File: config.mk
export PLATFORM = sky130hd
export DESIGN_NAME = gimc_count
export DESIGN_NICKNAME = d
export VERILOG_FILES = /design/src/rtl/gimc_pkg.sv /design/src/rtl/gimc_count.sv
export SDC_FILE = /design/constraint.sdc
export NUM_CORES = 1
export LEC_CHECK = 0
export ABC_AREA = 1
export ABC_CLOCK_PERIOD_IN_PS = 10850
export BUFFER_PORTS_ARGS = -buffer_cell sky130_fd_sc_hd__buf_2
export CAP_MARGIN = 20
export CORE_MARGIN = 2
export CORE_UTILIZATION = 51
export DETAILED_ROUTE_END_ITERATION = 6
export PLACE_DENSITY_LB_ADDON = 0.25
export SLEW_MARGIN = 0
export SYNTH_ARGS = -nofsm -noshare
export SYNTH_HDL_FRONTEND = slang
export SYNTH_SLANG_ARGS = --single-unit
File: constraint.sdc
create_clock -name clk -period 10.85 [get_ports clk]
set_input_delay 1.6275 -clock clk [delete_from_list [all_inputs] [get_ports clk]]
set_output_delay 1.6275 -clock clk [all_outputs]
set_load 0.02 [all_outputs]
File: src/rtl/gimc_pkg.sv
// gimc_pkg: shared types, GF(16) multiply and minor index tables for the
// involutory MDS checker. No dependencies.
package gimc_pkg;

  // One GF(16) element, polynomial x^4 + x + 1
  typedef logic [3:0] gf_t;

  // Matrix as [row][col]; 2x2 minors as [row pair][col pair]
  typedef gf_t [3:0][3:0] mat_t;
  typedef gf_t [5:0][5:0] minor2_t;

  localparam int NumMinors2 = 36;
  localparam int NumMinors3 = 16;
  localparam int NumMinors  = NumMinors2 + NumMinors3;
  localparam int NumGroups  = 4;
  localparam int GroupSize  = NumMinors / NumGroups;

  localparam logic [6:0] GF_POLY = 7'h13;

  // Pipeline stage enables, one per register stage
  typedef struct packed {
    logic s1;
    logic s2;
    logic s3;
    logic s4;
  } gimc_en_t;

  // Row or column triples for 3x3 minors; each one leaves out one index
  localparam logic [1:0] TRI [0:3][0:2] = '{
    '{2'd0, 2'd1, 2'd2},
    '{2'd0, 2'd1, 2'd3},
    '{2'd0, 2'd2, 2'd3},
    '{2'd1, 2'd2, 2'd3}
  };

  // Pair p covers (PAIR_LO[p], PAIR_HI[p])
  localparam logic [1:0] PAIR_LO [0:5] = '{2'd0, 2'd0, 2'd0, 2'd1, 2'd1, 2'd2};
  localparam logic [1:0] PAIR_HI [0:5] = '{2'd1, 2'd2, 2'd3, 2'd2, 2'd3, 2'd3};

  // Carry-less multiply then reduce modulo x^4 + x + 1
  function automatic gf_t gf_mul(gf_t a, gf_t b);
    logic [6:0] p;
    p = '0;
    for (int i = 0; i < 4; i++) begin
      if (b[i]) p = p ^ (7'({3'b000, a}) << i);
    end
    for (int i = 6; i >= 4; i--) begin
      if (p[i]) p = p ^ (GF_POLY << (i - 4));
    end
    return p[3:0];
  endfunction

  // Index of the pair (a, b), a < b
  function automatic logic [2:0] pair_idx(logic [1:0] a, logic [1:0] b);
    logic [2:0] idx;
    unique case ({a, b})
      4'b0001: idx = 3'd0;
      4'b0010: idx = 3'd1;
      4'b0011: idx = 3'd2;
      4'b0110: idx = 3'd3;
      4'b0111: idx = 3'd4;
      4'b1011: idx = 3'd5;
      default: idx = 3'd0;
    endcase
    return idx;
  endfunction

endpackage

File: src/rtl/gimc_count.sv
// gimc_count: third and fourth stages; counts zero minors in four groups,
// then sums them into the result register. Depends on gimc_pkg.
module gimc_count import gimc_pkg::*; (
  input  logic     clk,
  input  gimc_en_t en,
  input  logic [NumMinors-1:0] zflag,
  input  logic     invol,
  output logic     minors_nonzero_r,
  output logic     is_involution_r,
  output logic     accepted_r,
  output logic [5:0] zero_minor_count_r
);

  logic [3:0] grp_r   [NumGroups];
  logic [3:0] grp_nxt [NumGroups];
  logic       invol3_r;
  logic [5:0] sum_nxt;

  // Stage 3: group popcounts
  always_comb begin
    for (int g = 0; g < NumGroups; g++) begin
      grp_nxt[g] = '0;
      for (int k = 0; k < GroupSize; k++) begin
        grp_nxt[g] = grp_nxt[g] + 4'(zflag[g*GroupSize + k]);
      end
    end
  end

  always_ff @(posedge clk) begin
    if (en.s3) begin
      grp_r    <= grp_nxt;
      invol3_r <= invol;
    end
  end

  // Stage 4: final sum and verdict
  assign sum_nxt = 6'(grp_r[0]) + 6'(grp_r[1]) + 6'(grp_r[2]) + 6'(grp_r[3]);

  always_ff @(posedge clk) begin
    if (en.s4) begin
      zero_minor_count_r <= sum_nxt;
      minors_nonzero_r   <= (sum_nxt == '0);
      is_involution_r    <= invol3_r;
      accepted_r         <= (sum_nxt == '0) && invol3_r;
    end
  end

endmodule

==> metrics.txt <==
Placed Cells incl. Taps 326; sequential share of power 25.3%; clock root buffer clkbuf_8; nets@finish 394; mux contribution to synthesized area 0%; Initial Utilization 53.2%; Top Family by Delay on Critical Path adder cells; Synth area leaders fa_1 34%, edfxtp_1 33%, inv_1 15%; initial antenna violation count 0; Clk pwr share 9.3%; layout cells sized above 1 26.3%; startpoint type of the worst setup path input pin; Worst path slowest cell fa_1; DRT iter0 DRCs 36; syn_area_per_cell 11.1 µm²; critical path endpoint category flop; max_cap viols 0; final critical-path required period around 4.7 ns; crit-path cells buf_2, fa_1, inv_1, fa_1, fa_1, fa_1, inv_1, fa_1, fa_1, xor2_1; flops & latches, synth 26; CTS tree done; switch share 43.1%; total power 846 µW; Reg-to-Reg End minors_nonzero_r; status completed; Net Sw Power 365 µW; Buf+Inv Stages, Crit Path 3; Worst R2R Path Depth 9; Final Skew about 0.0036 ns; Overall Global Routing Usage 14.3%; Yosys top cell area share 34.4%; non-filler instance count after layout 330; Placer Congestion 0.702; crit path DAT roughly 4.7 ns; WS Path Type input pin to flop; Slew Viols, Final 0; RSZ-0062 raised after global routing no; Die ar. 5130 µm²; crit path launch zflag[26]; Mapped Nets 325; post-synthesis simple-gate area fraction 5.10%; number of hold buffers added after cts 0; Post-DP HPWL ~2.8 mm; Final setup viols 0; mapped cell area 2330 µm²; slew margin rel. 74.3%; TNS Setup 0 ns; maximum vdd ir drop 0.000206 V; FF-to-FF Start grp_r[1]; crit share post-route 43.4%; H-tree depth 1; hold_sp invol3_r; vias per cell 4.40; number of core rows 24; final WL 3.11 mm; Least-Margin Pin Slew 0.385 ns; Synth Area in Adders 43.5%; via count 1451; crit-path max cell delay 0.53 ns; top cell type by total area after synthesis fa_1; Final Hold Fails 0; Post-CTS Setup Bufs 0; sequential-to-total area share from yosys stat around 33%; Worst R2R Setup Slack 8.14 ns; vias in the first global route 1491; # diodes 0; DRT Pass-1 Iters 4; Int Pwr 482 µW; Residual DRC 0; Max Fanout on Critical Path 2; CTS Sinks 26; critical path data required time about 11 ns; XOR/XNOR share of the synthesized area around 1.5%; area grow syn2layout 19.6%; hold path cells 0; first-pass GRT wire length 5.79 mm; Distinct cells, synth 14; Final ANT Viol Nets 0; core region area 4380 µm²; Cell Pwr Density between 300 and 400 nW/µm²; Synth Area in Compound Gates 1.29%; PortBufs 64; combinational power share 65.4%; post-synthesis cell count between 200 and 250; Hold WC Path Type flop to flop; most frequent CP cell fa_1; largest net degree at the start of global routing 18; Leakage Power 0.00155 µW; hold endpoint is_involution_r; buffer depth of the longest clock path 2; clock-pin slew on the worst setup and hold paths 0.08 ns; die extent in y 71.6 µm; post_cts resized 0; Yosys warning count 0; Die X around 70 µm; TritonCTS Buffers 3; largest family of logic cells by synthesized area adder cells; fmax 212 MHz; GRT overflow 0; Avg WL per Cell between 9 and 10 µm; clock latency on the worst-skew pair 0.27 ns; number of top-level pins 67
-- cells in the final DEF (no fill, tap or decap) --
cell type / instances
ha_1: 17
edfxtp_1: 26
nor3_4: 1
fa_1: 40
xnor2_1: 3
nor2_2: 2
nand2_1: 11
bufinv_16: 1
xor2_1: 1
a21oi_1: 5
inv_1: 94
buf_2: 64
o21ai_1: 1
clkbuf_8: 3
nand3_1: 6
nand4_1: 1
nand2_2: 2
-- layout make-up --
type	count	area, µm²
fill	361	1600
inverter	94	353
clock inverter	1	30.0
sequential	26	781
timing repair buffer	64	320
tap	52	65.1
multi-input combinational	90	1200
clock buffer	3	41.3
-- Yosys cell counts (all sizes together) --
library cell  count
nand2            13
fa               40
nor3              1
xor2              1
a21oi             5
edfxtp           26
nand3             6
nor2              2
xnor2             3
ha               17
inv              94
o21ai             1
nand4             1
-- cell families (layout without fill, tap and decap cells) --
group / after synthesis / in the layout
AO/OA/AOI/OAI: 6 / 6
XOR/XNOR: 4 / 4
adder cells (fa/ha/maj): 57 / 57
buffers and inverters: 94 / 162
flip-flops: 26 / 26
AND/OR/NAND/NOR: 23 / 23
-- power by group through the flow --
stage,registers (µW),clock network [µW],logic (µW)
finish,214,78.4,554
global route,218,84.8,658
CTS,215,79.6,564
detailed placement,218,0,559
global placement,217,0,534
floorplan,233,0,430
-- per-layer routing --
layer	GRT usage (%)	vias up	routed length, µm
met5	0	-	0
met4	3.77	0	31
met3	2.53	4	149
met2	25.2	40	1640
met1	18.2	678	1290
li1	-	729	-
-- metrics by stage --
step	setup slack (ns)	cell area, µm²	hold slack, ns	util, %
CTS	6.12	2790	0.453	63.6
global placement	5.88	2720	0.433	62.0
global route	6.06	2790	0.480	63.6
detailed placement	5.84	2720	0.434	62.0
floorplan	6.04	2330	0.426	-
finish	6.14	2790	0.452	63.6
-- flip-flops by register name, indices dropped and copies added (netlist names) --
register,flops
zero_minor_count_r,6
accepted_r,1
grp_r,16
invol3_r,1
is_involution_r,1
minors_nonzero_r,1
-- how the worst max path moves through the flow --
stage	slack, ns	cells after the start	endpoint
floorplan	6.04	9	grp_r[6]
global placement	5.88	10	grp_r[6]
detailed placement	5.84	10	grp_r[6]
CTS	6.12	10	grp_r[6]
global route	6.06	10	grp_r[6]
finish	6.14	10	grp_r[6]
Power figures use the tool's default switching activity.
