`src/rtl/gimc_pkg.sv`:
```
// gimc_pkg: shared types, GF(16) multiply and minor index tables for the
// involutory MDS checker. No dependencies.
package gimc_pkg;

  // One GF(16) element, polynomial x^4 + x + 1
  typedef logic [3:0] gf_t;

  // Matrix as [row][col]; 2x2 minors as [row pair][col pair]
  typedef gf_t [3:0][3:0] mat_t;
  typedef gf_t [5:0][5:0] minor2_t;

  localparam int NumMinors2 = 36;
  localparam int NumMinors3 = 16;
  localparam int NumMinors  = NumMinors2 + NumMinors3;
  localparam int NumGroups  = 4;
  localparam int GroupSize  = NumMinors / NumGroups;

  localparam logic [6:0] GF_POLY = 7'h13;

  // Pipeline stage enables, one per register stage
  typedef struct packed {
    logic s1;
    logic s2;
    logic s3;
    logic s4;
  } gimc_en_t;

  // Row or column triples for 3x3 minors; each one leaves out one index
  localparam logic [1:0] TRI [0:3][0:2] = '{
    '{2'd0, 2'd1, 2'd2},
    '{2'd0, 2'd1, 2'd3},
    '{2'd0, 2'd2, 2'd3},
    '{2'd1, 2'd2, 2'd3}
  };

  // Pair p covers (PAIR_LO[p], PAIR_HI[p])
  localparam logic [1:0] PAIR_LO [0:5] = '{2'd0, 2'd0, 2'd0, 2'd1, 2'd1, 2'd2};
  localparam logic [1:0] PAIR_HI [0:5] = '{2'd1, 2'd2, 2'd3, 2'd2, 2'd3, 2'd3};

  // Carry-less multiply then reduce modulo x^4 + x + 1
  function automatic gf_t gf_mul(gf_t a, gf_t b);
    logic [6:0] p;
    p = '0;
    for (int i = 0; i < 4; i++) begin
      if (b[i]) p = p ^ (7'({3'b000, a}) << i);
    end
    for (int i = 6; i >= 4; i--) begin
      if (p[i]) p = p ^ (GF_POLY << (i - 4));
    end
    return p[3:0];
  endfunction

  // Index of the pair (a, b), a < b
  function automatic logic [2:0] pair_idx(logic [1:0] a, logic [1:0] b);
    logic [2:0] idx;
    unique case ({a, b})
      4'b0001: idx = 3'd0;
      4'b0010: idx = 3'd1;
      4'b0011: idx = 3'd2;
      4'b0110: idx = 3'd3;
      4'b0111: idx = 3'd4;
      4'b1011: idx = 3'd5;
      default: idx = 3'd0;
    endcase
    return idx;
  endfunction

endpackage

```
`src/rtl/gimc_prod.sv`:
```
// gimc_prod: first stage; unpacks the matrix, forms all 36 2x2 minors and
// tests the square against the identity. Depends on gimc_pkg.
module gimc_prod import gimc_pkg::*; (
  input  logic     clk,
  input  gimc_en_t en,
  input  logic [15:0] row0,
  input  logic [15:0] row1,
  input  logic [15:0] row2,
  input  logic [15:0] row3,
  output mat_t     mat_r,
  output minor2_t  minor2_r,
  output logic     invol_r
);

  mat_t    mat;
  minor2_t minor2_nxt;
  logic    invol_nxt;

  // Unpack rows, column 0 in the low nibble
  always_comb begin
    for (int c = 0; c < 4; c++) begin
      mat[0][c] = row0[4*c +: 4];
      mat[1][c] = row1[4*c +: 4];
      mat[2][c] = row2[4*c +: 4];
      mat[3][c] = row3[4*c +: 4];
    end
  end

  // 2x2 minors over every row pair and column pair
  always_comb begin
    for (int p = 0; p < 6; p++) begin
      for (int q = 0; q < 6; q++) begin
        minor2_nxt[p][q] =
          gf_mul(mat[PAIR_LO[p]][PAIR_LO[q]], mat[PAIR_HI[p]][PAIR_HI[q]]) ^
          gf_mul(mat[PAIR_HI[p]][PAIR_LO[q]], mat[PAIR_LO[p]][PAIR_HI[q]]);
      end
    end
  end

  // M*M compared with the identity
  always_comb begin
    gf_t s;
    invol_nxt = 1'b1;
    for (int i = 0; i < 4; i++) begin
      for (int j = 0; j < 4; j++) begin
        s = '0;
        for (int k = 0; k < 4; k++) begin
          s = s ^ gf_mul(mat[i][k], mat[k][j]);
        end
        if (s != ((i == j) ? gf_t'(1) : gf_t'(0))) invol_nxt = 1'b0;
      end
    end
  end

  always_ff @(posedge clk) begin
    if (en.s1) begin
      mat_r    <= mat;
      minor2_r <= minor2_nxt;
      invol_r  <= invol_nxt;
    end
  end

endmodule

```
`config.mk`:
```
export PLATFORM = sky130hd
export DESIGN_NAME = gimc_prod
export DESIGN_NICKNAME = d
export VERILOG_FILES = /design/src/rtl/gimc_pkg.sv /design/src/rtl/gimc_prod.sv
export SDC_FILE = /design/constraint.sdc
export NUM_CORES = 2
export LEC_CHECK = 0
export ABC_AREA = 1
export BUFFER_PORTS_ARGS = -buffer_cell sky130_fd_sc_hd__buf_2
export CORE_MARGIN = 2
export CORE_UTILIZATION = 56
export CTS_BUF_LIST = sky130_fd_sc_hd__clkbuf_16
export DETAILED_ROUTE_END_ITERATION = 12
export PLACE_DENSITY = 0.75
export SYNTH_ARGS = -nofsm -noshare
export SYNTH_HDL_FRONTEND = slang
export SYNTH_SLANG_ARGS = --single-unit
```
`constraint.sdc`:
```
create_clock -name clk -period 3.4 [get_ports clk]
set_input_delay 0.51 -clock clk [delete_from_list [all_inputs] [get_ports clk]]
set_output_delay 0.51 -clock clk [all_outputs]
set_load 0.03 [all_outputs]
```
==> results.py <==
metrics = {
    "layout": {
        "nets": 6576,
        "areaGrowthSynthToFinish_pct": 11.78,
        "diodes": 0,
        "layout-drive-gt1-share_pct": 10.40,
    },
    "yosys": {
        "synth_cells": 6254,
        "syn_area_mm2": 0.03708,
        "syn_area_per_cell_um2": 5.930,
        "synth_seq_cells": 209,
        "yosysWarningCount": 0,
        "seq_area_frac_synth_pct": 16.92,
        "synth.net_count": 6323,
        "synth.distinct_cells": 29,
    },
    "cts": {
        "cts_inserted_buffers": 23,
        "htree_num_levels": 1,
        "clk_pin_slew_ps": 60,
        "post-cts-setup-buffer-count": 0,
        "post_cts_resized": 0,
        "cts_max_path_buffers": 3,
        "cts_tree": "yes",
        "tritoncts_num_sinks": 209,
        "root_buffer": "clkbuf_16",
        "cts_hold_buf": 0,
    },
    "power_and_ir_drop": {
        "p_leak_uw": 0.02151,
        "powerDensity_mw_per_mm2": 402.8,
        "max-vdd-ir-drop_uv": 419.2,
    },
    "routing": {
        "vias_per_cell": 5.447,
        "wl_mm": 132.5,
        "drc": 0,
        "vias": 40230,
        "drt_first_pass_iters": 10,
        "detail-route-antenna-nets": 0,
        "post_drt_wl_per_cell_um": 17.94,
        "drt-initial-drc-count": 4210,
    },
    "floorplanning": {
        "io_pins": 278,
        "row_count": 94,
        "start_util_pct": 56.51,
        "fp.dieW_um": 261.3,
        "core_area_mm2": 0.06563,
        "dieArea_mm2": 0.06830,
        "die_y_um": 261.3,
    },
    "worst_setup_path": {
        "cpLargestDelayFamily": "simple AND/OR/NAND/NOR gates",
        "crit_fanout": 12,
        "cp-start-kind": "primary input",
        "arrival_ps": 3270,
        "path_cells": "buf_2 > buf_12 > nand2_1 > nand2_1 > inv_1 > nor2_2 > nand2_1 > nand2_1 > nand2_1 > nand2_1 > nand2_1 > nand2_1 > nand3_1 > nand2_1 > nand2_1 > nor2_1 > nand2_1 > nor2_1 > nand3_1 > nor3_2 > buf_4",
        "endpoint_kind": "register",
        "worst_ep_required_time_ps": 3810,
        "critical_path_class": "primary input to register",
        "max_stage_delay_ps": 420,
        "path_depth": 21,
        "crit_buf_inv": 4,
        "critPathSlowestCell": "buf_2",
        "crit_top_cell": "nand2_1",
    },
    "grt": {
        "grtUsageTotal_pct": 37.82,
        "grt_max_degree": 101,
        "grt-ovfl-total": 0,
        "grt_antenna_before_repair": 2,
        "grt_pass1_wl_mm": 199.7,
        "grt_pass1_vias": 36200,
    },
    "sta": {
        "rsz0062_at_grt": "false",
        "final_hold_viol_count": 0,
        "worstMarginPinSlew_ps": 818.6,
        "holdWs_ps": 195.5,
        "finalCriticalPeriod_ps": 2856,
        "drv_slew": 0,
        "slew_headroom_pct": 45.43,
        "finalCritPeriodShare_pct": 84.01,
        "setup_viol": 0,
        "setup-tns-final_ps": 0,
        "max_freq_ghz": 0.3501,
    },
    "placed_design": {
        "routabilityCongestion": 0.9992,
        "port_buffers": 274,
        "dp_hpwl_mm": 99.24,
    },
    "min_path": {
        "hp-class": "primary input to register",
        "min_from": "row2[7]",
        "holdPathStages": 1,
        "min_to": "mat_r[39]",
    },
    "status": {
        "outcome": "complete, no violations",
    },
    "run": {
        "drv_cap": 0,
    },
}
how the worst max path moves through the flow:
stage                     startpoint       endpoint  slack (ps)
after detailed placement    row1[11]        invol_r         120
after CTS                   row1[11]        invol_r         690
after global routing         row1[7]        invol_r         350
after global placement      row1[11]        invol_r         160
after floorplan             row3[12]  minor2_r[129]        1180
final                       row1[11]        invol_r         540
report_power, final:
group	internal, uW	switching [uW]	total [uW]	leakage [uW]
clock network	1470	1100	2570	0.000364
registers	3680	150	3830	0.00205
logic	3420	6870	10300	0.0191
total	8570	8120	16700	0.0215
registers in the layout, summed over array words and instances (netlist names):
signal	flops
minor2_r	144
invol_r	1
mat_r	64
metrics by stage:
step / worst slack [ps] / instances / power (uW) / instance area (um^2) / util, %
CTS: 694.2 / 7386 / 16600 / 41450 / 63.16
global placement: 163.4 / 7346 / 13780 / 40700 / 62.01
finish: 543.8 / 7386 / 16700 / 41450 / 63.16
floorplan: 1178 / 6254 / 10910 / 37080 / -
global route: 346.3 / 7386 / 17700 / 41450 / 63.16
detailed placement: 118.3 / 7346 / 13970 / 40700 / 62.01
area by class of cell:
cell class | instances | area (um^2)
Multi-Input combinational cell | 5298 | 27330
Fill cell | 6212 | 24170
Clock buffer | 23 | 575.6
Tap cell | 864 | 1081
Sequential cell | 209 | 6276
Timing Repair Buffer | 597 | 4594
Inverter | 378 | 1419
Clock inverter | 17 | 178.9
kinds of logic after synthesis:
logic type / Yosys count / share of synthesized area [%]
AO/OA/AOI/OAI: 12 / 0.1822
XOR/XNOR: 1264 / 30.17
buffers and inverters: 747 / 9.383
flip-flops: 209 / 16.92
AND/OR/NAND/NOR: 4022 / 43.34
cell usage after synthesis:
| cell | count | share of area (%) |
|---|---|---|
| nand2_1 | 3318 | 34 |
| xnor2_1 | 674 | 16 |
| xor2_1 | 575 | 14 |
| nand3_1 | 487 | 6.6 |
| inv_1 | 374 | 3.8 |
| buf_2 | 231 | 3.1 |
| edfxtp_1 | 209 | 17 |
| nor2_1 | 105 | 1.1 |
| buf_4 | 77 | 1.6 |
| nand3b_1 | 65 | 1.3 |
| buf_1 | 28 | 0.28 |
| clkbuf_1 | 20 | 0.20 |
| nand2_2 | 18 | 0.30 |
| nand4_1 | 17 | 0.29 |
| buf_6 | 13 | 0.39 |
| xnor2_2 | 12 | 0.53 |
| nor2_2 | 6 | 0.10 |
| a21oi_1 | 3 | 0.040 |
| inv_2 | 3 | 0.030 |
| o21ai_0 | 3 | 0.040 |
| o21ai_1 | 3 | 0.040 |
| o21bai_1 | 3 | 0.061 |
| or2_1 | 2 | 0.034 |
| or2_2 | 2 | 0.034 |
| xor2_2 | 2 | 0.088 |
| clkinv_1 | 1 | 0.010 |
| nand2b_1 | 1 | 0.017 |
| nor3_2 | 1 | 0.027 |
| xnor3_1 | 1 | 0.061 |
per-layer routing:
layer	routed length, um	part of all wire (%)	global-route usage [%]	vias up
li1	-	-	-	19470
met1	48680	37	46.00	18040
met2	56930	43	60.17	2164
met3	15090	11	6.514	556
met4	11810	8.9	27.92	2
met5	9	0.0068	0	-
cells in the final DEF, fill, tap and decap left out, types with 6 or more instances in the layout:
cell / netlist / layout
clkbuf_16: 0 / 23
nand2_2: 18 / 18
buf_4: 77 / 260
nand3_1: 487 / 487
nand3b_1: 65 / 65
buf_12: 0 / 63
nor2_1: 105 / 105
buf_2: 231 / 273
xnor2_2: 12 / 12
nand4_1: 17 / 17
nand2_1: 3318 / 3318
nor2_2: 6 / 6
inv_1: 374 / 374
xnor2_1: 674 / 674
xor2_1: 575 / 575
edfxtp_1: 209 / 209
Power figures use the tool's default switching activity.
