==> config.mk <==
export PLATFORM = sky130hd
export DESIGN_NAME = gimc_det3
export DESIGN_NICKNAME = d
export VERILOG_FILES = /design/src/rtl/gimc_pkg.sv /design/src/rtl/gimc_det3.sv
export SDC_FILE = /design/constraint.sdc
export NUM_CORES = 1
export LEC_CHECK = 0
export BUFFER_PORTS_ARGS = -buffer_cell sky130_fd_sc_hd__buf_2
export CAP_MARGIN = 20
export CORE_MARGIN = 2
export CORE_UTILIZATION = 50
export CTS_CLUSTER_DIAMETER = 60
export DETAILED_ROUTE_END_ITERATION = 8
export GPL_ROUTABILITY_DRIVEN = 0
export PLACE_DENSITY = 0.74
export SYNTH_ARGS = -nofsm -noshare
export SYNTH_HDL_FRONTEND = slang
export SYNTH_SLANG_ARGS = --single-unit
==> constraint.sdc <==
create_clock -name clk -period 5.5 [get_ports clk]
set_input_delay 0.55 -clock clk [delete_from_list [all_inputs] [get_ports clk]]
set_output_delay 0.55 -clock clk [all_outputs]
set_load 0.05 [all_outputs]
==> src/rtl/gimc_pkg.sv <==
// gimc_pkg: shared types, GF(16) multiply and minor index tables for the
// involutory MDS checker. No dependencies.
package gimc_pkg;

  // One GF(16) element, polynomial x^4 + x + 1
  typedef logic [3:0] gf_t;

  // Matrix as [row][col]; 2x2 minors as [row pair][col pair]
  typedef gf_t [3:0][3:0] mat_t;
  typedef gf_t [5:0][5:0] minor2_t;

  localparam int NumMinors2 = 36;
  localparam int NumMinors3 = 16;
  localparam int NumMinors  = NumMinors2 + NumMinors3;
  localparam int NumGroups  = 4;
  localparam int GroupSize  = NumMinors / NumGroups;

  localparam logic [6:0] GF_POLY = 7'h13;

  // Pipeline stage enables, one per register stage
  typedef struct packed {
    logic s1;
    logic s2;
    logic s3;
    logic s4;
  } gimc_en_t;

  // Row or column triples for 3x3 minors; each one leaves out one index
  localparam logic [1:0] TRI [0:3][0:2] = '{
    '{2'd0, 2'd1, 2'd2},
    '{2'd0, 2'd1, 2'd3},
    '{2'd0, 2'd2, 2'd3},
    '{2'd1, 2'd2, 2'd3}
  };

  // Pair p covers (PAIR_LO[p], PAIR_HI[p])
  localparam logic [1:0] PAIR_LO [0:5] = '{2'd0, 2'd0, 2'd0, 2'd1, 2'd1, 2'd2};
  localparam logic [1:0] PAIR_HI [0:5] = '{2'd1, 2'd2, 2'd3, 2'd2, 2'd3, 2'd3};

  // Carry-less multiply then reduce modulo x^4 + x + 1
  function automatic gf_t gf_mul(gf_t a, gf_t b);
    logic [6:0] p;
    p = '0;
    for (int i = 0; i < 4; i++) begin
      if (b[i]) p = p ^ (7'({3'b000, a}) << i);
    end
    for (int i = 6; i >= 4; i--) begin
      if (p[i]) p = p ^ (GF_POLY << (i - 4));
    end
    return p[3:0];
  endfunction

  // Index of the pair (a, b), a < b
  function automatic logic [2:0] pair_idx(logic [1:0] a, logic [1:0] b);
    logic [2:0] idx;
    unique case ({a, b})
      4'b0001: idx = 3'd0;
      4'b0010: idx = 3'd1;
      4'b0011: idx = 3'd2;
      4'b0110: idx = 3'd3;
      4'b0111: idx = 3'd4;
      4'b1011: idx = 3'd5;
      default: idx = 3'd0;
    endcase
    return idx;
  endfunction

endpackage

==> src/rtl/gimc_det3.sv <==
// gimc_det3: second stage; 3x3 minors by cofactor expansion over the
// stored 2x2 minors, and a zero flag for each of the 52 minors.
// Depends on gimc_pkg.
module gimc_det3 import gimc_pkg::*; (
  input  logic     clk,
  input  gimc_en_t en,
  input  mat_t     mat,
  input  minor2_t  minor2,
  input  logic     invol,
  output logic [NumMinors-1:0] zflag_r,
  output logic     invol_r
);

  logic [NumMinors-1:0] zflag_nxt;

  always_comb begin
    logic [1:0] t0;
    logic [2:0] lp;
    logic [1:0] c0, c1, c2;
    gf_t        d;
    // 2x2 minors: zero flags only
    for (int p = 0; p < 6; p++) begin
      for (int q = 0; q < 6; q++) begin
        zflag_nxt[p*6 + q] = (minor2[p][q] == '0);
      end
    end
    // 3x3 minors: expand along the first selected row; the cofactors are
    // 2x2 minors of the remaining two rows
    for (int i = 0; i < 4; i++) begin
      for (int j = 0; j < 4; j++) begin
        t0 = TRI[i][0];
        lp = pair_idx(TRI[i][1], TRI[i][2]);
        c0 = TRI[j][0];
        c1 = TRI[j][1];
        c2 = TRI[j][2];
        d = gf_mul(mat[t0][c0], minor2[lp][pair_idx(c1, c2)]) ^
            gf_mul(mat[t0][c1], minor2[lp][pair_idx(c0, c2)]) ^
            gf_mul(mat[t0][c2], minor2[lp][pair_idx(c0, c1)]);
        zflag_nxt[NumMinors2 + i*4 + j] = (d == '0);
      end
    end
  end

  always_ff @(posedge clk) begin
    if (en.s2) begin
      zflag_r <= zflag_nxt;
      invol_r <= invol;
    end
  end

endmodule

==> results_dict.tcl, run 1 <==
set metrics [dict create \
    crit_required_ns 5.67 \
    avgViaCountPerCell 5.50 \
    min_from "invol" \
    grt_usage_pct 27.9 \
    synth_top_cell_area_share_pct 29.2 \
    vias 12200 \
    dp_cells 2203 \
    worstPathCellList "buf_2, nand2_2, xnor2_1, xnor2_2, xnor3_1, or3_1, a211o_1, a21oi_2" \
    hp-class "in -> reg" \
    overflow 0 \
    timing.slew.headroom_pct 34.1 \
    syn_avg_cell_area_um2 7.21 \
    portBuffers 231 \
    p_leak_nw 5.77 \
    outcome "completed" \
    vdd_drop_max_v 0.000132 \
    nNetsFinal 2089 \
    drt.antenna.violating_nets 0 \
    async_flop_share_pct 0 \
    cts_made_buffers 5 \
    initial_core_util_pct 50.4 \
    synthCells 1807 \
    post-place-ws_ns 2.38 \
    synth_area_mm2 0.0130 \
    ys_ff_latch 53 \
    antenna_found_initial 1 \
    utilization_pct 53.1 \
    slew_violations 0 \
    dieArea_mm2 0.0274 \
    power_density_mw_per_mm2 215 \
    layout-drive-gt1-share_pct 15.5 \
    cap_violations 0 \
    clockRootBuffer "clkbuf_16" \
    tightest_slew_ns 0.989 \
    placedInstanceArea_mm2 0.0136 \
    synth_nets 2021 \
    cts_sinks 53 \
    critPathTopFamily "XOR/XNOR gates" \
    critPathMaxFanout 36 \
    hold_ws_ns 0.439 \
    crit_type "in -> reg" \
    fin_crit_sh_pct 52.5 \
    drt_pass1_iterations 5 \
    synth_largest_area_cell "xnor2_1" \
    critPathArrivalTime_ns 3.06 \
    core_mm2 0.0258 \
    rsz0062_at_grt "false" \
    cp-end-kind "flop" \
    area_growth_syn_to_layout_pct 5.29 \
    instances_no_fill 2212 \
    hold_viol_final 0 \
    p_total_mw 2.95 \
    h-tree-depth 2 \
    crit_start "mat[1]" \
    grt_pass1_vias 11600 \
    worst_slack_ns 2.61 \
    post_cts_resized 0 \
    path_buf_inv 1 \
    ys_types 35 \
    cts_tree "built" \
    slowest_stage "buf_2" \
    hold_depth 1 \
    drt_wl_total_um 38800 \
    setup_tns_ns 0 \
    yosysWarnings 0 \
    dieHeight_um 165 \
    drtIter0Drc 982 \
    drc 0 \
    max_freq_ghz 0.346 \
    cp-start-kind "input pin" \
    yosysSeqAreaShare_pct 12.2 \
    synth_edf_count 53 \
    hpwl_um 25300 \
    slowest_delay_ns 0.70 \
    grt_max_degree 42 \
    clkTransAtPathRegs_ns 0.09 \
    period_needed_ns 2.89 \
    die_w_um 165 \
    final-setup-viol-count 0 \
    avgRoutedWirePerCell_um 17.5 \
    grt_pass1_wl_um 60100 \
    crit_cells 8 \
    io_pins 267 \
    cts.hold.buffers_added 0 \
    ys.flop_type "edfxtp_1" \
    cts_buffer_depth 2 \
    postCtsSetupBuffers 0 \
    rows 59 \
    fin_area_mm2 0.0137 \
    ys_top_cells_by_area "xnor2_1, nand2_1, edfxtp_1" \
]
## registers in the layout (all words and copies together), names as in the netlist
signal	count
invol_r	1
zflag_r	52
## metal layers
metal | track usage (%) | up-vias | part of all wire [%]
met2 | 49.4 | 631 | 48
met5 | 0 | - | 0
met1 | 34.3 | 5778 | 40
met3 | 3.60 | 86 | 9.4
li1 | - | 5681 | -
met4 | 10.6 | 0 | 2.9
## final timing paths
path,to
hold / removal,invol_r
setup / recovery,zflag_r[41]
## cells in the mapped netlist, types with 11 or more instances
library cell,count
buf_2,83
xnor3_1,30
xnor2_2,16
or2_1,11
nand2_2,14
nor4_1,36
buf_4,30
buf_6,27
nand2_1,765
clkbuf_1,32
xnor2_1,434
xor2_1,175
edfxtp_1,53
## layout make-up
| class | count | area, um^2 |
|---|---|---|
| Sequential cell | 53 | 1590 |
| Fill cell | 2499 | 12100 |
| Clock buffer | 5 | 125 |
| Timing Repair Buffer | 237 | 1200 |
| Clock inverter | 3 | 21.3 |
| Tap cell | 335 | 419 |
| Antenna cell | 1 | 2.50 |
| Multi-Input combinational cell | 1578 | 10400 |
## cell families (layout without fill, tap and decap cells)
kind of cell / count (synthesis) / after routing / synth area share, %
AND/OR/NAND/NOR: 869 / 869 / 27.0
XOR/XNOR: 664 / 664 / 49.7
buffers and inverters: 176 / 245 / 8.28
flip-flops: 53 / 53 / 12.2
AO/OA/AOI/OAI: 43 / 43 / 2.62
multiplexers: 2 / 2 / 0.154
other: 0 / 1 / 0
## where the power goes
group | switching (mW) | internal, mW
logic | 1.14 | 0.933
registers | 0.0125 | 0.507
clock network | 0.177 | 0.171
## cells in the final DEF, fill, tap and decap left out, drive strengths merged, types with 3 or more instances in the layout
master    n
nand2   784
xnor2   450
buf     237
xor2    176
edfxtp   53
nor4     36
xnor3    30
or2      16
o22ai     8
o221ai    8
o211a     8
xor3      8
nor3      7
or3       7
nand3     7
a21oi     7
o211ai    6
a211o     5
clkbuf    5
and3      5
nor2      3
Power figures use the tool's default switching activity.
==> run 2, diff against run 1 <==
--- a/config.mk
+++ b/config.mk
@@ -12,7 +12,7 @@
 export CTS_CLUSTER_DIAMETER = 60
 export DETAILED_ROUTE_END_ITERATION = 8
 export GPL_ROUTABILITY_DRIVEN = 0
-export PLACE_DENSITY = 0.74
+export PLACE_DENSITY = 0.77
 export SYNTH_ARGS = -nofsm -noshare
 export SYNTH_HDL_FRONTEND = slang
 export SYNTH_SLANG_ARGS = --single-unit
==> constraint.sdc (replaced) <==
create_clock -name clk -period 2.6 [get_ports clk]
set_input_delay 0.26 -clock clk [delete_from_list [all_inputs] [get_ports clk]]
set_output_delay 0.26 -clock clk [all_outputs]
set_load 0.05 [all_outputs]
==> run 2 against run 1 <==
Against the previous run:
- sequential share of layout area fell by 0.67 points
- die area did not move
- total power rose by 120%
- global-route usage rose by 1.6 points
- clock power rose by 140%
- clock-buffer cell count rose by 1
- cell area rose by 6.2%
==> results_dict.tcl, run 2 (synthesis gave the netlist of run 1 again) <==
set metrics [dict create \
    drt_pass1_iterations 6 \
    fin_crit_sh_pct 83.1 \
    cp-start-kind "input pin" \
    layout-drive-gt1-share_pct 19.5 \
    vdd_drop_max_v 0.000316 \
    core_mm2 0.0258 \
    critPathMaxFanout 12 \
    cap_violations 0 \
    slowest_stage "xnor3_1" \
    hpwl_um 29600 \
    avgRoutedWirePerCell_um 17.7 \
    seqPwrFrac_pct 17.0 \
    largest_register "zflag_r" \
    timing.slew.headroom_pct 70.4 \
    cts_made_buffers 5 \
    h-tree-depth 2 \
    tightest_slew_ns 0.444 \
    crit_cells 8 \
    post_cts_resized 0 \
    worstPathCellList "buf_2, nand2_1, xnor2_2, xnor3_1, xor3_1, or2_1, o221ai_1, o211a_1" \
    power.combinational.fraction_pct 70.0 \
    cp-end-kind "flop" \
    initial_core_util_pct 50.4 \
    area_growth_syn_to_layout_pct 11.8 \
    grt_max_degree 42 \
    antenna_found_initial 1 \
    dieArea_mm2 0.0274 \
    wl_met3_um 4780 \
    switching_share_pct 44.5 \
    vias 12700 \
    path_buf_inv 1 \
    drtIter0Drc 960 \
    routed-wl-met2_um 19000 \
    postCtsSetupBuffers 0 \
    layout_commonest_cell "nand2_1" \
    grt_usage_pct 29.5 \
    cts_sinks 53 \
    cts.hold.buffers_added 0 \
    io_pins 267 \
    drt_wl_total_um 40800 \
    crit_required_ns 2.80 \
    clkTransAtPathRegs_ns 0.09 \
    p_leak_nw 6.27 \
    dieHeight_um 165 \
    period_needed_ns 2.16 \
    top_layer_used "met4" \
    layout_common_cells "nand2_1, xnor2_1, buf_2" \
    setup_tns_ns 0 \
    rsz0062_at_grt "false" \
    cts_tree "built" \
    rows 59 \
    outcome "completed" \
    wl_met1_um 15200 \
    crit_type "in -> reg" \
    hold_depth 1 \
    reg.largest.list "zflag_r (52), invol_r (1)" \
    die_w_um 165 \
    grt_pass1_wl_um 63300 \
    power_density_mw_per_mm2 448 \
    critPathTopFamily "XOR/XNOR gates" \
    p_switching_mw 2.91 \
    largest_reg_flops 52 \
    internal_power_mw 3.62 \
    portBuffers 231 \
    max_freq_ghz 0.463 \
    nNetsFinal 2182 \
    hp-class "in -> reg" \
    avgViaCountPerCell 5.52 \
    drt.antenna.violating_nets 0 \
    slowest_delay_ns 0.39 \
    final-setup-viol-count 0 \
    power_frac_clock_pct 13.0 \
    hold_viol_final 0 \
    slew_violations 0 \
    hold_ws_ns 0.136 \
    drc 0 \
    cts_buffer_depth 2 \
    overflow 0 \
    clockRootBuffer "clkbuf_16" \
    grt_pass1_vias 12100 \
    critPathArrivalTime_ns 2.36 \
]
-- run 2: routing by layer --
layer / vias to the layer above / GRT usage, %
met4: 0 / 13.0
met1: 5895 / 36.7
met2: 809 / 50.1
met5: - / 0
met3: 145 / 4.77
li1: 5871 / -
-- run 2: metrics by stage --
stage / power [mW] / instances / setup WS [ns] / area [um^2] / util, %
final: 6.53 / 2305 / 0.439 / 14600 / 56.4
after global routing: 6.95 / 2304 / 0.347 / 14600 / 56.4
after CTS: 6.53 / 2304 / 0.470 / 14600 / 56.4
after detailed placement: 5.64 / 2296 / 0.137 / 14400 / 55.7
after global placement: 5.53 / 2296 / 0.168 / 14400 / 55.7
after floorplan: 4.78 / 1807 / 0.543 / 13000 / -
-- run 2: path summary, 6_finish.rpt --
path,slack [ns],start,end
setup / recovery,0.44,minor2[121],zflag_r[49]
hold / removal,0.14,invol,invol_r
-- run 2: power groups by stage --
| stage | registers [mW] | logic (mW) | clock network, mW |
|---|---|---|---|
| after floorplan | 1.49 | 3.29 | 0 |
| after global placement | 1.12 | 4.40 | 0 |
| after detailed placement | 1.13 | 4.51 | 0 |
| after CTS | 1.11 | 4.54 | 0.885 |
| after global routing | 1.12 | 4.92 | 0.915 |
| final | 1.11 | 4.57 | 0.850 |
-- run 2: final cells by class --
type	instances	area [um^2]
timing repair buffer	330	2020
clock inverter	2	38.8
sequential	53	1590
antenna	1	2.50
clock buffer	6	129
multi-input combinational	1578	10400
fill	2372	11300
tap	335	419
==> run 3, diff against run 2 <==
--- a/config.mk
+++ b/config.mk
@@ -5,6 +5,7 @@
 export SDC_FILE = /design/constraint.sdc
 export NUM_CORES = 1
 export LEC_CHECK = 0
+export ABC_AREA = 1
 export BUFFER_PORTS_ARGS = -buffer_cell sky130_fd_sc_hd__buf_2
 export CAP_MARGIN = 20
 export CORE_MARGIN = 2
@@ -12,7 +13,7 @@
 export CTS_CLUSTER_DIAMETER = 60
 export DETAILED_ROUTE_END_ITERATION = 8
 export GPL_ROUTABILITY_DRIVEN = 0
-export PLACE_DENSITY = 0.77
+export PLACE_DENSITY = 0.71
 export SYNTH_ARGS = -nofsm -noshare
 export SYNTH_HDL_FRONTEND = slang
 export SYNTH_SLANG_ARGS = --single-unit
==> constraint.sdc (replaced) <==
create_clock -name clk -period 2 [get_ports clk]
set_input_delay 0.2 -clock clk [delete_from_list [all_inputs] [get_ports clk]]
set_output_delay 0.2 -clock clk [all_outputs]
set_load 0.05 [all_outputs]
==> run 3 against run 2 <==
Against the previous run:
- cell count grew 90%
- critical endpoint is now zflag_r[46]
- clock-buffer cell count is 1 lower
- largest power group unchanged
- clock power grew 27%
- sequential share of layout area shrank 3.4 points
- critical path type unchanged
- via count is 70% higher
- highest routed layer unchanged
- setup slack worse by 0.039 ns
==> results_dict.tcl, run 3 <==
set metrics [dict create \
    ys_ff_latch 53 \
    setup_tns_ns 0 \
    core_mm2 0.0378 \
    hold_path_end "invol_r" \
    fin_crit_sh_pct 80.0 \
    layout_commonest_cell "nand2_1" \
    critPathTopFamily "simple AND/OR/NAND/NOR gates" \
    ys.flop_type "edfxtp_1" \
    cts_made_buffers 5 \
    slew_violations 0 \
    cts_tree "built" \
    seqPwrFrac_pct 14.7 \
    wl_met3_um 3160 \
    hp-class "in -> reg" \
    routed-wl-met2_um 25100 \
    drt_pass1_iterations 7 \
    vias 21700 \
    drc 0 \
    vdd_drop_max_v 0.000360 \
    dieArea_mm2 0.0401 \
    cts_sinks 53 \
    multi_input_area_mm2 0.0153 \
    hold_depth 1 \
    reg.largest.list "zflag_r (52), invol_r (1)" \
    antenna_found_initial 0 \
    max_freq_ghz 0.625 \
    regArea_mm2 0.00159 \
    rows 71 \
    cap_violations 0 \
    syn_avg_cell_area_um2 5.17 \
    fin_area_mm2 0.0213 \
    h-tree-depth 2 \
    cts_buffer_depth 2 \
    power_frac_clock_pct 11.6 \
    crit_required_ns 2.16 \
    io_pins 267 \
    power.combinational.fraction_pct 73.8 \
    p_leak_nw 12.5 \
    placedInstanceArea_mm2 0.0211 \
    rsz0062_at_grt "false" \
    ys_types 23 \
    synth_area_mm2 0.0192 \
    clockRootBuffer "clkbuf_16" \
    avgViaCountPerCell 4.94 \
    synthCells 3724 \
    yosysSeqAreaShare_pct 8.27 \
    synth_top_cell_area_share_pct 41.1 \
    cp-start-kind "input pin" \
    grt_pass1_vias 19500 \
    wl_met1_um 24500 \
    overflow 0 \
    final-setup-viol-count 0 \
    worstPathCellList "buf_2, nand2_1, buf_4, xnor2_1, nand2_1, nand2_1, nand2_1, nand3_1, nand2_1, nand2_1, nand2_1, inv_1, nand3_1, nor2_1" \
    grt_max_degree 41 \
    synth_largest_area_cell "nand2_1" \
    post_cts_resized 0 \
    nNetsFinal 4090 \
    layout-drive-gt1-share_pct 9.16 \
    postCtsSetupBuffers 0 \
    path_buf_inv 3 \
    crit_cells 14 \
    power_density_mw_per_mm2 437 \
    clkTransAtPathRegs_ns 0.09 \
    ys_top_cells_by_area "nand2_1, xnor2_1, xor2_1" \
    yosys-top-cells-count "nand2_1, nand3_1, inv_1" \
    crit_type "in -> reg" \
    grt_usage_pct 26.8 \
    internal_power_mw 4.32 \
    yosysWarnings 0 \
    layout_common_cells "nand2_1, nand3_1, inv_1" \
    min_from "invol" \
    portBuffers 231 \
    slowest_stage "buf_2" \
    drt_wl_total_um 54200 \
    area_growth_syn_to_layout_pct 10.6 \
    top_layer_used "met4" \
    largest_reg_flops 52 \
    antenna_cells 0 \
    grt_pass1_wl_um 90400 \
    drt.antenna.violating_nets 0 \
    outcome "completed" \
    synth_edf_count 53 \
    slowest_delay_ns 0.31 \
    switching_share_pct 53.5 \
    avgRoutedWirePerCell_um 12.4 \
    tightest_slew_ns 0.574 \
    initial_core_util_pct 51.0 \
    nFillCells 4050 \
    hold_viol_final 0 \
    yosysMostFrequentCell "nand2_1" \
    cp-end-kind "flop" \
    period_needed_ns 1.60 \
    die_w_um 200 \
    hpwl_um 41600 \
    largest_register "zflag_r" \
    critPathArrivalTime_ns 1.76 \
    p_switching_mw 4.97 \
    cts.hold.buffers_added 0 \
    critPathMaxFanout 14 \
    hold_ws_ns 0.0497 \
    critical_path.most_common_cell "nand2_1" \
    async_flop_share_pct 0 \
    drtIter0Drc 1228 \
    dieHeight_um 200 \
    synth_nets 3938 \
    timing.slew.headroom_pct 61.4 \
]
==> run 3: final cells by class <==
class,instances,area share (%)
clock buffers,5,0.588
clock inverters,3,0.118
inverters,350,6.17
multi-input cells,3140,72.0
flip-flops and latches,53,7.48
well taps,511,3.00
repair buffers,326,10.7
==> run 3: how the worst max path moves through the flow <==
stage	slack, ns	startpoint	to
after detailed placement	0.07	minor2[127]	zflag_r[46]
after CTS	0.44	minor2[127]	zflag_r[46]
after global routing	0.22	minor2[127]	zflag_r[46]
after floorplan	0.42	minor2[122]	zflag_r[44]
final	0.40	minor2[127]	zflag_r[46]
after global placement	0.09	mat[3]	zflag_r[36]
==> run 3: cell families (layout without fill, tap and decap cells) <==
group	after synthesis	count (layout)	share of synthesized area, %
buf+inv	531	684	12.2
compound gates	1	1	0.0260
simple gates	2596	2596	54.3
xor+xnor	543	543	25.2
flops	53	53	8.27
==> run 3: routing by layer <==
metal,track usage (%),vias up
met2,46.9,550
met4,9.09,0
met3,3.32,72
li1,-,11600
met1,33.9,9422
met5,0,-
==> run 3: power groups by stage <==
stage,Clock (mW),Sequential [mW],Combinational (mW)
finish,1.08,1.36,6.85
global route,1.16,1.37,7.84
CTS,1.15,1.36,6.85
detailed placement,0,1.39,6.82
global placement,0,1.39,6.73
floorplan,0,1.74,5.06
==> run 3: per-stage QoR <==
stage | util [%] | std cells | total power, mW | worst slack (ns)
detailed placement | 56.0 | 4380 | 8.21 | 0.0657
CTS | 56.4 | 4388 | 9.36 | 0.443
finish | 56.4 | 4388 | 9.29 | 0.400
global placement | 56.0 | 4380 | 8.12 | 0.0920
floorplan | - | 3724 | 6.79 | 0.418
global route | 56.4 | 4388 | 10.4 | 0.219
